$ cat src/rtl/core/jsbd_pkg.sv
package jsbd_pkg;

  localparam int QUEUE_DEPTH = 4;

  typedef enum logic [2:0] {
    ERR_NONE         = 3'd0,
    ERR_UNTERMINATED = 3'd1,
    ERR_CONTROL      = 3'd2,
    ERR_UTF8         = 3'd3,
    ERR_ESCAPE       = 3'd4,
    ERR_HEX          = 3'd5,
    ERR_INCOMPLETE   = 3'd6
  } err_t;

  typedef struct packed {
    logic        is_unit;
    logic [20:0] point;
    logic        done;
    err_t        err;
  } event_t;

endpackage

$ cat src/rtl/core/jsbd_front.sv
module jsbd_front (
  input  logic                clk,
  input  logic                rst,
  input  logic                accept,
  input  logic [7:0]          byte_value,
  input  logic                end_of_text,
  output logic                push,
  output jsbd_pkg::event_t    ev
);

  localparam logic [7:0] CH_QUOTE = 8'h22;
  localparam logic [7:0] CH_BSLASH = 8'h5C;
  localparam logic [7:0] CH_SLASH = 8'h2F;
  localparam logic [7:0] CH_B = 8'h62;
  localparam logic [7:0] CH_F = 8'h66;
  localparam logic [7:0] CH_N = 8'h6E;
  localparam logic [7:0] CH_R = 8'h72;
  localparam logic [7:0] CH_T = 8'h74;
  localparam logic [7:0] CH_U = 8'h75;

  typedef enum logic [1:0] {
    MODE_PLAIN,
    MODE_ESCAPE,
    MODE_UTF8,
    MODE_HEX
  } mode_t;

  mode_t       mode, mode_next;
  logic [1:0]  pending, pending_next;
  logic [20:0] acc, acc_next;
  logic [3:0]  digit;
  logic        digit_ok;
  logic [15:0] hex_val;

  function automatic jsbd_pkg::event_t unit_ev(input logic [20:0] point);
    jsbd_pkg::event_t e;
    e.is_unit = 1'b1;
    e.point = point;
    e.done = 1'b0;
    e.err = jsbd_pkg::ERR_NONE;
    return e;
  endfunction

  function automatic jsbd_pkg::event_t end_ev(input logic done, input jsbd_pkg::err_t err);
    jsbd_pkg::event_t e;
    e.is_unit = 1'b0;
    e.point = '0;
    e.done = done;
    e.err = err;
    return e;
  endfunction

  always_comb begin
    digit = 4'd0;
    digit_ok = 1'b1;
    if (byte_value inside {[8'h30:8'h39]}) begin
      digit = 4'(byte_value - 8'h30);
    end else if (byte_value inside {[8'h61:8'h66]}) begin
      digit = 4'(byte_value - 8'h57);
    end else if (byte_value inside {[8'h41:8'h46]}) begin
      digit = 4'(byte_value - 8'h37);
    end else begin
      digit_ok = 1'b0;
    end
  end

  assign hex_val = {acc[11:0], digit};

  always_comb begin
    mode_next = mode;
    pending_next = pending;
    acc_next = acc;
    push = 1'b0;
    ev = end_ev(1'b0, jsbd_pkg::ERR_NONE);
    if (accept) begin
      if (end_of_text) begin
        push = 1'b1;
        case (mode)
          MODE_UTF8: ev = end_ev(1'b0, jsbd_pkg::ERR_UTF8);
          MODE_HEX:  ev = end_ev(1'b0, jsbd_pkg::ERR_INCOMPLETE);
          default:   ev = end_ev(1'b0, jsbd_pkg::ERR_UNTERMINATED);
        endcase
        mode_next = MODE_PLAIN;
        pending_next = 2'd0;
        acc_next = '0;
      end else begin
        case (mode)
          MODE_PLAIN: begin
            if (byte_value == CH_QUOTE) begin
              push = 1'b1;
              ev = end_ev(1'b1, jsbd_pkg::ERR_NONE);
            end else if (byte_value < 8'h20) begin
              push = 1'b1;
              ev = end_ev(1'b0, jsbd_pkg::ERR_CONTROL);
            end else if (byte_value == CH_BSLASH) begin
              mode_next = MODE_ESCAPE;
            end else if (!byte_value[7]) begin
              push = 1'b1;
              ev = unit_ev({13'd0, byte_value});
            end else if (byte_value[7:5] == 3'b110) begin
              acc_next = {16'd0, byte_value[4:0]};
              pending_next = 2'd1;
              mode_next = MODE_UTF8;
            end else if (byte_value[7:4] == 4'b1110) begin
              acc_next = {17'd0, byte_value[3:0]};
              pending_next = 2'd2;
              mode_next = MODE_UTF8;
            end else if (byte_value[7:3] == 5'b11110) begin
              acc_next = {18'd0, byte_value[2:0]};
              pending_next = 2'd3;
              mode_next = MODE_UTF8;
            end else begin
              push = 1'b1;
              ev = end_ev(1'b0, jsbd_pkg::ERR_UTF8);
            end
          end
          MODE_ESCAPE: begin
            mode_next = MODE_PLAIN;
            push = 1'b1;
            case (byte_value)
              CH_QUOTE:  ev = unit_ev(21'h22);
              CH_BSLASH: ev = unit_ev(21'h5C);
              CH_SLASH:  ev = unit_ev(21'h2F);
              CH_B:      ev = unit_ev(21'h08);
              CH_F:      ev = unit_ev(21'h0C);
              CH_N:      ev = unit_ev(21'h0A);
              CH_R:      ev = unit_ev(21'h0D);
              CH_T:      ev = unit_ev(21'h09);
              CH_U: begin
                push = 1'b0;
                mode_next = MODE_HEX;
                pending_next = 2'd3;
                acc_next = '0;
              end
              default:   ev = end_ev(1'b0, jsbd_pkg::ERR_ESCAPE);
            endcase
          end
          MODE_UTF8: begin
            if (byte_value[7:6] != 2'b10) begin
              push = 1'b1;
              ev = end_ev(1'b0, jsbd_pkg::ERR_UTF8);
              mode_next = MODE_PLAIN;
              pending_next = 2'd0;
              acc_next = '0;
            end else if (pending <= 2'd1) begin
              push = 1'b1;
              ev = unit_ev({acc[14:0], byte_value[5:0]});
              mode_next = MODE_PLAIN;
              pending_next = 2'd0;
              acc_next = '0;
            end else begin
              acc_next = {acc[14:0], byte_value[5:0]};
              pending_next = pending - 2'd1;
            end
          end
          default: begin
            if (!digit_ok) begin
              push = 1'b1;
              ev = end_ev(1'b0, jsbd_pkg::ERR_HEX);
              mode_next = MODE_PLAIN;
              pending_next = 2'd0;
              acc_next = '0;
            end else if (pending == 2'd0) begin
              push = 1'b1;
              ev = unit_ev({5'd0, hex_val});
              mode_next = MODE_PLAIN;
              acc_next = '0;
            end else begin
              acc_next = {5'd0, hex_val};
              pending_next = pending - 2'd1;
            end
          end
        endcase
      end
    end
  end

  always_ff @(posedge clk) begin
    if (rst) begin
      mode <= MODE_PLAIN;
      pending <= 2'd0;
      acc <= '0;
    end else begin
      mode <= mode_next;
      pending <= pending_next;
      acc <= acc_next;
    end
  end

endmodule

$ cat src/rtl/core/jsbd_queue.sv
module jsbd_queue #(
  parameter int DEPTH = jsbd_pkg::QUEUE_DEPTH
) (
  input  logic             clk,
  input  logic             rst,
  input  logic             push,
  input  jsbd_pkg::event_t push_ev,
  input  logic             pop,
  output jsbd_pkg::event_t head,
  output logic             head_valid,
  output logic             full
);

  localparam int PW = (DEPTH > 1) ? $clog2(DEPTH) : 1;
  localparam int CW = $clog2(DEPTH + 1);

  jsbd_pkg::event_t entries [DEPTH];
  logic [PW-1:0]    wr_ptr;
  logic [PW-1:0]    rd_ptr;
  logic [CW-1:0]    count;

  function automatic logic [PW-1:0] wrap_inc(input logic [PW-1:0] p);
    return (p == PW'(DEPTH - 1)) ? '0 : p + PW'(1);
  endfunction

  assign head = entries[rd_ptr];
  assign head_valid = (count != '0);
  assign full = (count == CW'(DEPTH));

  always_ff @(posedge clk) begin
    if (push) begin
      entries[wr_ptr] <= push_ev;
    end
  end

  always_ff @(posedge clk) begin
    if (rst) begin
      wr_ptr <= '0;
      rd_ptr <= '0;
      count <= '0;
    end else begin
      if (push) begin
        wr_ptr <= wrap_inc(wr_ptr);
      end
      if (pop) begin
        rd_ptr <= wrap_inc(rd_ptr);
      end
      case ({push, pop})
        2'b10:   count <= count + CW'(1);
        2'b01:   count <= count - CW'(1);
        default: count <= count;
      endcase
    end
  end

  a_no_push_full: assert property (@(posedge clk) disable iff (rst) push |-> !full)
    else $error("transfer into full queue");
  a_no_pop_empty: assert property (@(posedge clk) disable iff (rst) pop |-> head_valid)
    else $error("pop from empty queue");
  a_count_bound: assert property (@(posedge clk) disable iff (rst) count <= CW'(DEPTH))
    else $error("queue count out of range");

endmodule

$ cat src/rtl/core/jsbd_back.sv
module jsbd_back (
  input  logic             clk,
  input  logic             rst,
  input  jsbd_pkg::event_t head,
  input  logic             head_valid,
  output logic             pop,
  output logic             out_valid,
  input  logic             out_stall,
  output logic [15:0]      code_unit,
  output logic             unit_valid,
  output logic             string_done,
  output logic [2:0]       error_code,
  output logic             last
);

  localparam logic [20:0] SUPP_BASE = 21'h10000;
  localparam logic [15:0] HIGH_BASE = 16'hD800;
  localparam logic [15:0] LOW_BASE = 16'hDC00;

  logic        second;
  logic        load;
  logic        big;
  logic [20:0] offset;
  logic [15:0] high_unit;
  logic [15:0] low_unit;

  assign load = !out_valid || !out_stall;
  assign big = head.is_unit && (head.point[20:16] != 5'd0);
  assign offset = head.point - SUPP_BASE;
  assign high_unit = HIGH_BASE + {5'd0, offset[20:10]};
  assign low_unit = LOW_BASE | {6'd0, offset[9:0]};
  assign pop = load && head_valid && !(big && !second);

  always_ff @(posedge clk) begin
    if (rst) begin
      out_valid <= 1'b0;
      second <= 1'b0;
    end else if (load) begin
      out_valid <= head_valid;
      if (head_valid) begin
        second <= big && !second;
      end
    end
  end

  always_ff @(posedge clk) begin
    if (load && head_valid) begin
      unit_valid <= head.is_unit;
      string_done <= head.done;
      error_code <= head.err;
      last <= !(big && !second);
      if (!head.is_unit) begin
        code_unit <= '0;
      end else if (!big) begin
        code_unit <= head.point[15:0];
      end else if (!second) begin
        code_unit <= high_unit;
      end else begin
        code_unit <= low_unit;
      end
    end
  end

  a_second_holds_head: assert property (@(posedge clk) disable iff (rst)
    second |-> head_valid && big)
    else $error("pair second half without its entry");
  a_first_half_high: assert property (@(posedge clk) disable iff (rst)
    (out_valid && !last) |-> (unit_valid && code_unit[15:11] == 5'b11011))
    else $error("non-final result is not a high surrogate");
  a_end_no_unit: assert property (@(posedge clk) disable iff (rst)
    (out_valid && !unit_valid) |-> last)
    else $error("done or error result not final");

endmodule

$ cat src/rtl/core/json_string_body_decoder.sv
// JSON string body decoder: feed the bytes after the opening quote, one per
// transfer, and read UTF-16 code units back. A closing quote yields a done
// result, any fault a single error result, and the next byte starts a new
// string. The input takes one byte per cycle; results leave one per cycle
// while out_stall is low, and a code point at or above 0x10000 yields two
// results (high then low surrogate). An accepted byte passes through the
// classifier into the event queue, then through the output register. The
// input stalls only while the event queue (QUEUE_DEPTH entries) is full.
module json_string_body_decoder #(
  parameter int QUEUE_DEPTH = jsbd_pkg::QUEUE_DEPTH
) (
  input  logic        clk,
  input  logic        rst,
  input  logic        in_valid,
  output logic        in_stall,
  input  logic [7:0]  byte_value,
  input  logic        end_of_text,
  output logic        out_valid,
  input  logic        out_stall,
  output logic [15:0] code_unit,
  output logic        unit_valid,
  output logic        string_done,
  output logic [2:0]  error_code,
  output logic        last
);

  logic             accept;
  logic             push;
  logic             pop;
  logic             full;
  logic             head_valid;
  jsbd_pkg::event_t push_ev;
  jsbd_pkg::event_t head;

  assign in_stall = full;
  assign accept = in_valid && !full;

  jsbd_front u_front (
    .clk         (clk),
    .rst         (rst),
    .accept      (accept),
    .byte_value  (byte_value),
    .end_of_text (end_of_text),
    .push        (push),
    .ev          (push_ev)
  );

  jsbd_queue #(
    .DEPTH (QUEUE_DEPTH)
  ) u_queue (
    .clk        (clk),
    .rst        (rst),
    .push       (push),
    .push_ev    (push_ev),
    .pop        (pop),
    .head       (head),
    .head_valid (head_valid),
    .full       (full)
  );

  jsbd_back u_back (
    .clk         (clk),
    .rst         (rst),
    .head        (head),
    .head_valid  (head_valid),
    .pop         (pop),
    .out_valid   (out_valid),
    .out_stall   (out_stall),
    .code_unit   (code_unit),
    .unit_valid  (unit_valid),
    .string_done (string_done),
    .error_code  (error_code),
    .last        (last)
  );

endmodule

$ cat config.mk
export PLATFORM = sky130hd
export DESIGN_NAME = json_string_body_decoder
export DESIGN_NICKNAME = d
export VERILOG_FILES = /design/src/rtl/core/jsbd_pkg.sv /design/src/rtl/core/jsbd_front.sv /design/src/rtl/core/jsbd_queue.sv /design/src/rtl/core/jsbd_back.sv /design/src/rtl/core/json_string_body_decoder.sv
export SDC_FILE = /design/constraint.sdc
export NUM_CORES = 1
export LEC_CHECK = 0
export BUFFER_PORTS_ARGS = -buffer_cell sky130_fd_sc_hd__buf_2
export CAP_MARGIN = 20
export CORE_AREA = 2 2 115 117
export CTS_CLUSTER_SIZE = 16
export DETAILED_ROUTE_END_ITERATION = 16
export DIE_AREA = 0 0 117 119
export GPL_ROUTABILITY_DRIVEN = 0
export PLACE_DENSITY_LB_ADDON = 0.05
export REMOVE_ABC_BUFFERS = 1
export SLEW_MARGIN = 20
export SYNTH_ARGS = -nofsm -noshare
export SYNTH_HDL_FRONTEND = slang
export SYNTH_HIERARCHICAL = 1
export SYNTH_SLANG_ARGS = --single-unit
$ cat constraint.sdc
create_clock -name clk -period 7.3 [get_ports clk]
set_clock_uncertainty 0.2 [all_clocks]
set_input_delay 0.73 -clock clk [delete_from_list [all_inputs] [get_ports clk]]
set_output_delay 0.73 -clock clk [all_outputs]
set_load 0.05 [all_outputs]
Word-level counts from Yosys, hierarchy flattened. Memory sizes are Yosys's and may differ from the RTL's. A register that Yosys moved wholly into a read port is not among the register bits. Index checks and enable logic that the tools add are counted.

Register bits after elaboration: 50. Memory bits (writable): 104. Input port bits: 13. Output and inout port bits: 24. Word-level logic and storage cells: 175. Memories: 1.

$add $sub $neg: 10. Magnitude comparators: 8. Equal/unequal tests: 32. Mux-type cells: 88. Reduce and logical (&&, ||, !) cells: 23.

Memory list: u_queue.entries (words 4, width 26, read ports 1, clocked after Yosys merged registers in 1, write ports 1, RTL line jsbd_queue.sv:17) `jsbd_pkg::event_t entries [DEPTH];`.

Operator list (number): 2-to-1 mux 26 bit (12); one-hot mux 26 bit (9 select lines) (1); 2-to-1 mux 15 bit (13); one-hot mux 26 bit (3 select lines) (1); 2-to-1 mux 2 bit (31); == test 8 x 7 -> 1 bit, second input constant (7); one-hot mux 15 bit (3 select lines) (1); 2-to-1 mux 16 bit (2); subtractor 21 x 17 -> 21 bit, second input constant (1); 2-to-1 mux 1 bit (19); adder 15 x 12 -> 16 bit, first input constant (1); == test 8 x 6 -> 1 bit, second input constant (2); greater-or-equal comparator 8 x 7 -> 1 bit, second input constant (2); less-or-equal comparator 8 x 7 -> 1 bit, second input constant (2); != test 3 bit, second input constant (5); AND reduction 7 bit (2); 2-to-1 mux 4 bit (3); != test 6 bit, second input constant (2); one-hot mux 2 bit (3 select lines) (2); one-hot mux 3 bit (2 select lines) (2); == test 2 bit, second input constant (5); greater-or-equal comparator 8 x 6 -> 1 bit, second input constant (1); less-or-equal comparator 8 x 6 -> 1 bit, second input constant (1); logical AND 1 bit (8); 26 further kinds (35).

Longest topological paths before layout.
Depth after elaboration: 13. Mapped depth: 14.

Modules after synthesis. The synthesis kept the hierarchy.

Modules (own cells, without submodules): jsbd_queue (times used 1, cells an instance 180, area an instance 4237.8 um^2, seq. area each 3303.2 um^2); jsbd_front (times used 1, cells an instance 295, area an instance 2089.5 um^2, seq. area each 380.4 um^2); jsbd_back (times used 1, cells an instance 82, area an instance 1112.3 um^2, seq. area each 700.7 um^2); json_string_body_decoder (times used 1, cells an instance 1, area an instance 13.8 um^2, seq. area each 0.0 um^2).

Least setup slack after synthesis. No wires, ideal clock.

Kind: input port to flip-flop. From: in byte_value[0]. To: reg u_queue.count[2]. Setup time: 0.070 ns. Data arrival time: 3.461 ns. Path slack: 3.569 ns. Cell stages on the path: 14. Path buffers: 1. Cell sequence: inv_1 ha_1 or3b_4 nand4_4 a21boi_4 buf_2 a21oi_1 o21a_1 inv_1 ha_1 fa_1 xnor2_1 or3_1 a21oi_1.

Word-level cells in the longest chain between the ends: 11.

Ends and longest elaborated chain: start: declaration (RTL line json_string_body_decoder.sv:16) `input logic [7:0] byte_value,`; greater-or-equal comparator 8 x 7 -> 1 bit / less-or-equal comparator 8 x 7 -> 1 bit (equally long branches) (RTL line jsbd_front.sv:60) `end else if (byte_value inside {[8'h41:8'h46]}) begin`; logical AND 1 bit (RTL line jsbd_front.sv:60); 2-to-1 mux 1 bit (RTL line jsbd_front.sv:60); 2-to-1 mux 1 bit (RTL line jsbd_front.sv:58) `end else if (byte_value inside {[8'h61:8'h66]}) begin`; 2-to-1 mux 1 bit (RTL line jsbd_front.sv:56) `if (byte_value inside {[8'h30:8'h39]}) begin`; 2-to-1 mux 1 bit (RTL line jsbd_front.sv:157) `if (!digit_ok) begin`; one-hot mux 1 bit (3 select lines) (*) (RTL line jsbd_front.sv:87) `case (mode)`; 2-to-1 mux 1 bit (*) (RTL line jsbd_front.sv:76) `if (end_of_text) begin`; 2-to-1 mux 1 bit (*) (RTL line jsbd_front.sv:75) `if (accept) begin`; named net push (RTL line json_string_body_decoder.sv:28) `logic push;`; == test 2 x 1 -> 1 bit / == test 2 bit (equally long branches) (RTL line jsbd_queue.sv:48) `case ({push, pop})`; one-hot mux 3 bit (2 select lines) / nonzero test 2 bit (equally long branches); end signal: assignment (RTL line jsbd_queue.sv:49) `2'b10: count <= count + CW'(1);`; end signal: assignment (RTL line jsbd_queue.sv:50) `2'b01: count <= count - CW'(1);`; end signal: assignment (RTL line jsbd_queue.sv:51) `default: count <= count;`; end: declaration (RTL line jsbd_queue.sv:20) `logic [CW-1:0] count;`.

The timed path passes the listed nets; every way through them passes the cells marked *. A chain may end at the register's enable or synchronous reset.

==> flow_summary.toml <==
[worst_setup_path]
arrival_ns = 4.12
r2r_end = "u_queue/count[2]"
rrSetupSlack_ns = 3.32
critPathMaxFanout = 26
end_kind = "flop"
criticalPathCategory = "reg -> reg"
r2r_cells = 11
cp.required_ns = 7.44
critPathLaunchType = "flop"

[floorplan]
die-area_um2 = 13900
rows = 42
fp.dieH_um = 119
die_w_um = 117
core_area_um2 = 12900
start_util_pct = 57.9
ios = 37

[flow_run]
cap_violations = 0

[worst_hold_path]
min_to = "u_front/acc[13]"
min_path_type = "reg -> reg"
min_path_cells = 2
hp-start = "u_front/acc[13]"

[sta]
setup_viol = 0
worst_slew_pin_slew_ns = 0.922
timing_hold_violations_final = 0
maxSlewViolCount = 0
fmax_ghz = 0.251
rsz0062_at_grt = "no"
post-route-period-util_pct = 54.5
worst_slack_ns = 3.32
finalSetupTns_ns = 0
finalCriticalPeriod_ns = 3.98
slew_headroom_pct = 38.5

[clocking]
root_buffer = "clkbuf_16"
post_cts_buffers = 0
cts_tree = "built"
cts-resized-gates = 0
htreeDepth = 4
path_clk_slew_ns = 0.06
cts_made_buffers = 17
worst_skew_pair.late_latency_ns = 0.41
ctsHoldBuffers = 0
cts_sinks = 156
cts_max_path_buffers = 2

[drt]
drc = 0
drtPass1Iterations = 5
vias = 4750
routedWlPerCell_um = 20.0
detail_route.vias_per_cell = 6.11
drtIter0Drc = 398
routed_wl_um = 15600
antenna_left = 0

[cells_and_area]
area_growth_pct = 11.3
mostFrequentLayoutCell = "edfxtp_1"
finalNetCount = 617
drive_gt1_share_pct = 20.0
diodes = 0
nFillCells = 952
most-common-layout-cells = "edfxtp_1 (126), nand2_1 (47), buf_2 (36)"

[run_status]
status = "finished clean"

[yosys]
avgSynthCellArea_um2 = 13.4
synth_cell_types = 77
netlist_instances = 558
syn_area_um2 = 7450
yosys.area.top_type = "edfxtp_1"
synth.ff_latch_count = 156
synth_top_flop_cell = "edfxtp_1"
synth_edf_count = 126
synthArstFlopShare_pct = 0
synth.area.top_cells = "edfxtp_1 (51%), dfxtp_1 (8.1%), mux4_2 (6.0%)"
synthDominantCellAreaShare_pct = 50.8
ys_seq_area_share_pct = 58.8
ys.warnings.count = 6

[global_routing]
grt_pass1_wl_um = 25700
track_usage_pct = 24.6
overflow = 0
grt_max_degree = 27
antenna_found_initial = 0
grt_pass1_vias = 4795

[power_and_ir_drop]
peakVddDrop_mv = 0.177
p_per_area_nw_per_um2 = 365
cellLeakagePower_nw = 2.89

[placement]
io_buffers = 36
dp_slack_ns = 3.04
dp_hpwl_um = 10300
==> power by group <==
part	switching (W)	internal [W]	total, W
combinational	0.000639	0.000283	0.000922
clock	0.000329	0.000568	0.000897
sequential	0.0000536	0.00116	0.00121
==> worst max-delay path, stage by stage, from the launching register on <==
cell and delay, ns:
dfxtp_1 0.30, buf_4 0.43, mux4_1 0.64, inv_1 0.07
ha_1 0.22, or4b_4 0.52, a31oi_1 0.47, ha_1 0.32
fa_1 0.20, xnor2_1 0.08, or3_1 0.31, a21oi_1 0.14
==> logic make-up (layout without fill, tap and decap cells) <==
logic type      count (synthesis)  after routing  share of synthesized area (%)
flops                         156            156                           58.8
simple gates                  146            146                           11.0
compound gates                145            145                           13.6
buf+inv                        58            101                           4.20
mux                            32             32                           8.96
fa+ha+maj                      16             16                           2.79
xor+xnor                        5              5                          0.588
==> flip-flops by register name (all words and copies together), names as in the netlist, 2 cells and up, named ones only <==
signal,flops
u_queue/wr_ptr,2
u_queue/rd_ptr,2
u_front/acc,15
u_back/code_unit,16
u_queue/count,3
u_front/mode,2
u_front/pending,2
u_back/error_code,3
u_queue/entries,104
==> cell type report <==
type / count / area, µm² / area share [%]
clock inverter: 13 / 171 / 2.07
timing repair buffer: 44 / 240 / 2.89
inverter: 25 / 93.8 / 1.13
multi-input combinational: 344 / 2760 / 33.2
tap: 176 / 220 / 2.65
clock buffer: 19 / 433 / 5.22
sequential: 156 / 4380 / 52.8
==> metrics by stage <==
step                instance area, µm²  instances  hold WS (ns)  util (%)  total power [W]
finish                            8300        777         0.248      64.5          0.00303
CTS                               8300        777         0.248      64.5          0.00306
floorplan                         7230        525         0.223         -          0.00193
detailed placement                7690        745         0.240      59.8          0.00216
global route                      8300        777         0.280      64.5          0.00319
global placement                  7690        745         0.243      59.8          0.00215
==> how the worst max path moves through the flow <==
stage	cells after the start	end
global route	11	u_queue/count[2]
floorplan	10	u_queue/count[2]
finish	11	u_queue/count[2]
global placement	15	u_queue/count[2]
CTS	11	u_queue/count[2]
detailed placement	15	u_queue/count[2]
==> layer usage <==
| metal | vias up | track usage [%] | wire length, µm |
|---|---|---|---|
| li1 | 2211 | - | - |
| met1 | 2331 | 35.2 | 6900 |
| met2 | 182 | 38.1 | 7490 |
| met3 | 26 | 5.09 | 888 |
| met4 | 0 | 7.72 | 281 |
| met5 | - | 0 | 0 |
==> cell usage after synthesis, types with 4 or more instances <==
cell type,n
a21o_1,4
nor3_1,10
dfxtp_1,30
o21ai_1,11
a31oi_1,6
a211oi_1,6
mux4_2,20
mux4_1,6
nor3b_1,4
o211ai_1,11
edfxtp_1,126
a22oi_1,22
and3_1,8
and2_1,8
clkbuf_1,12
buf_2,12
a21boi_0,6
a21oi_1,27
o31ai_1,7
mux2i_1,6
o21ai_2,9
or3_1,5
o21ai_0,15
ha_1,15
nor2b_1,5
xnor2_1,4
nand2_1,47
nor2_1,31
inv_1,24
No activity file was read; power rests on OpenSTA's default activity.
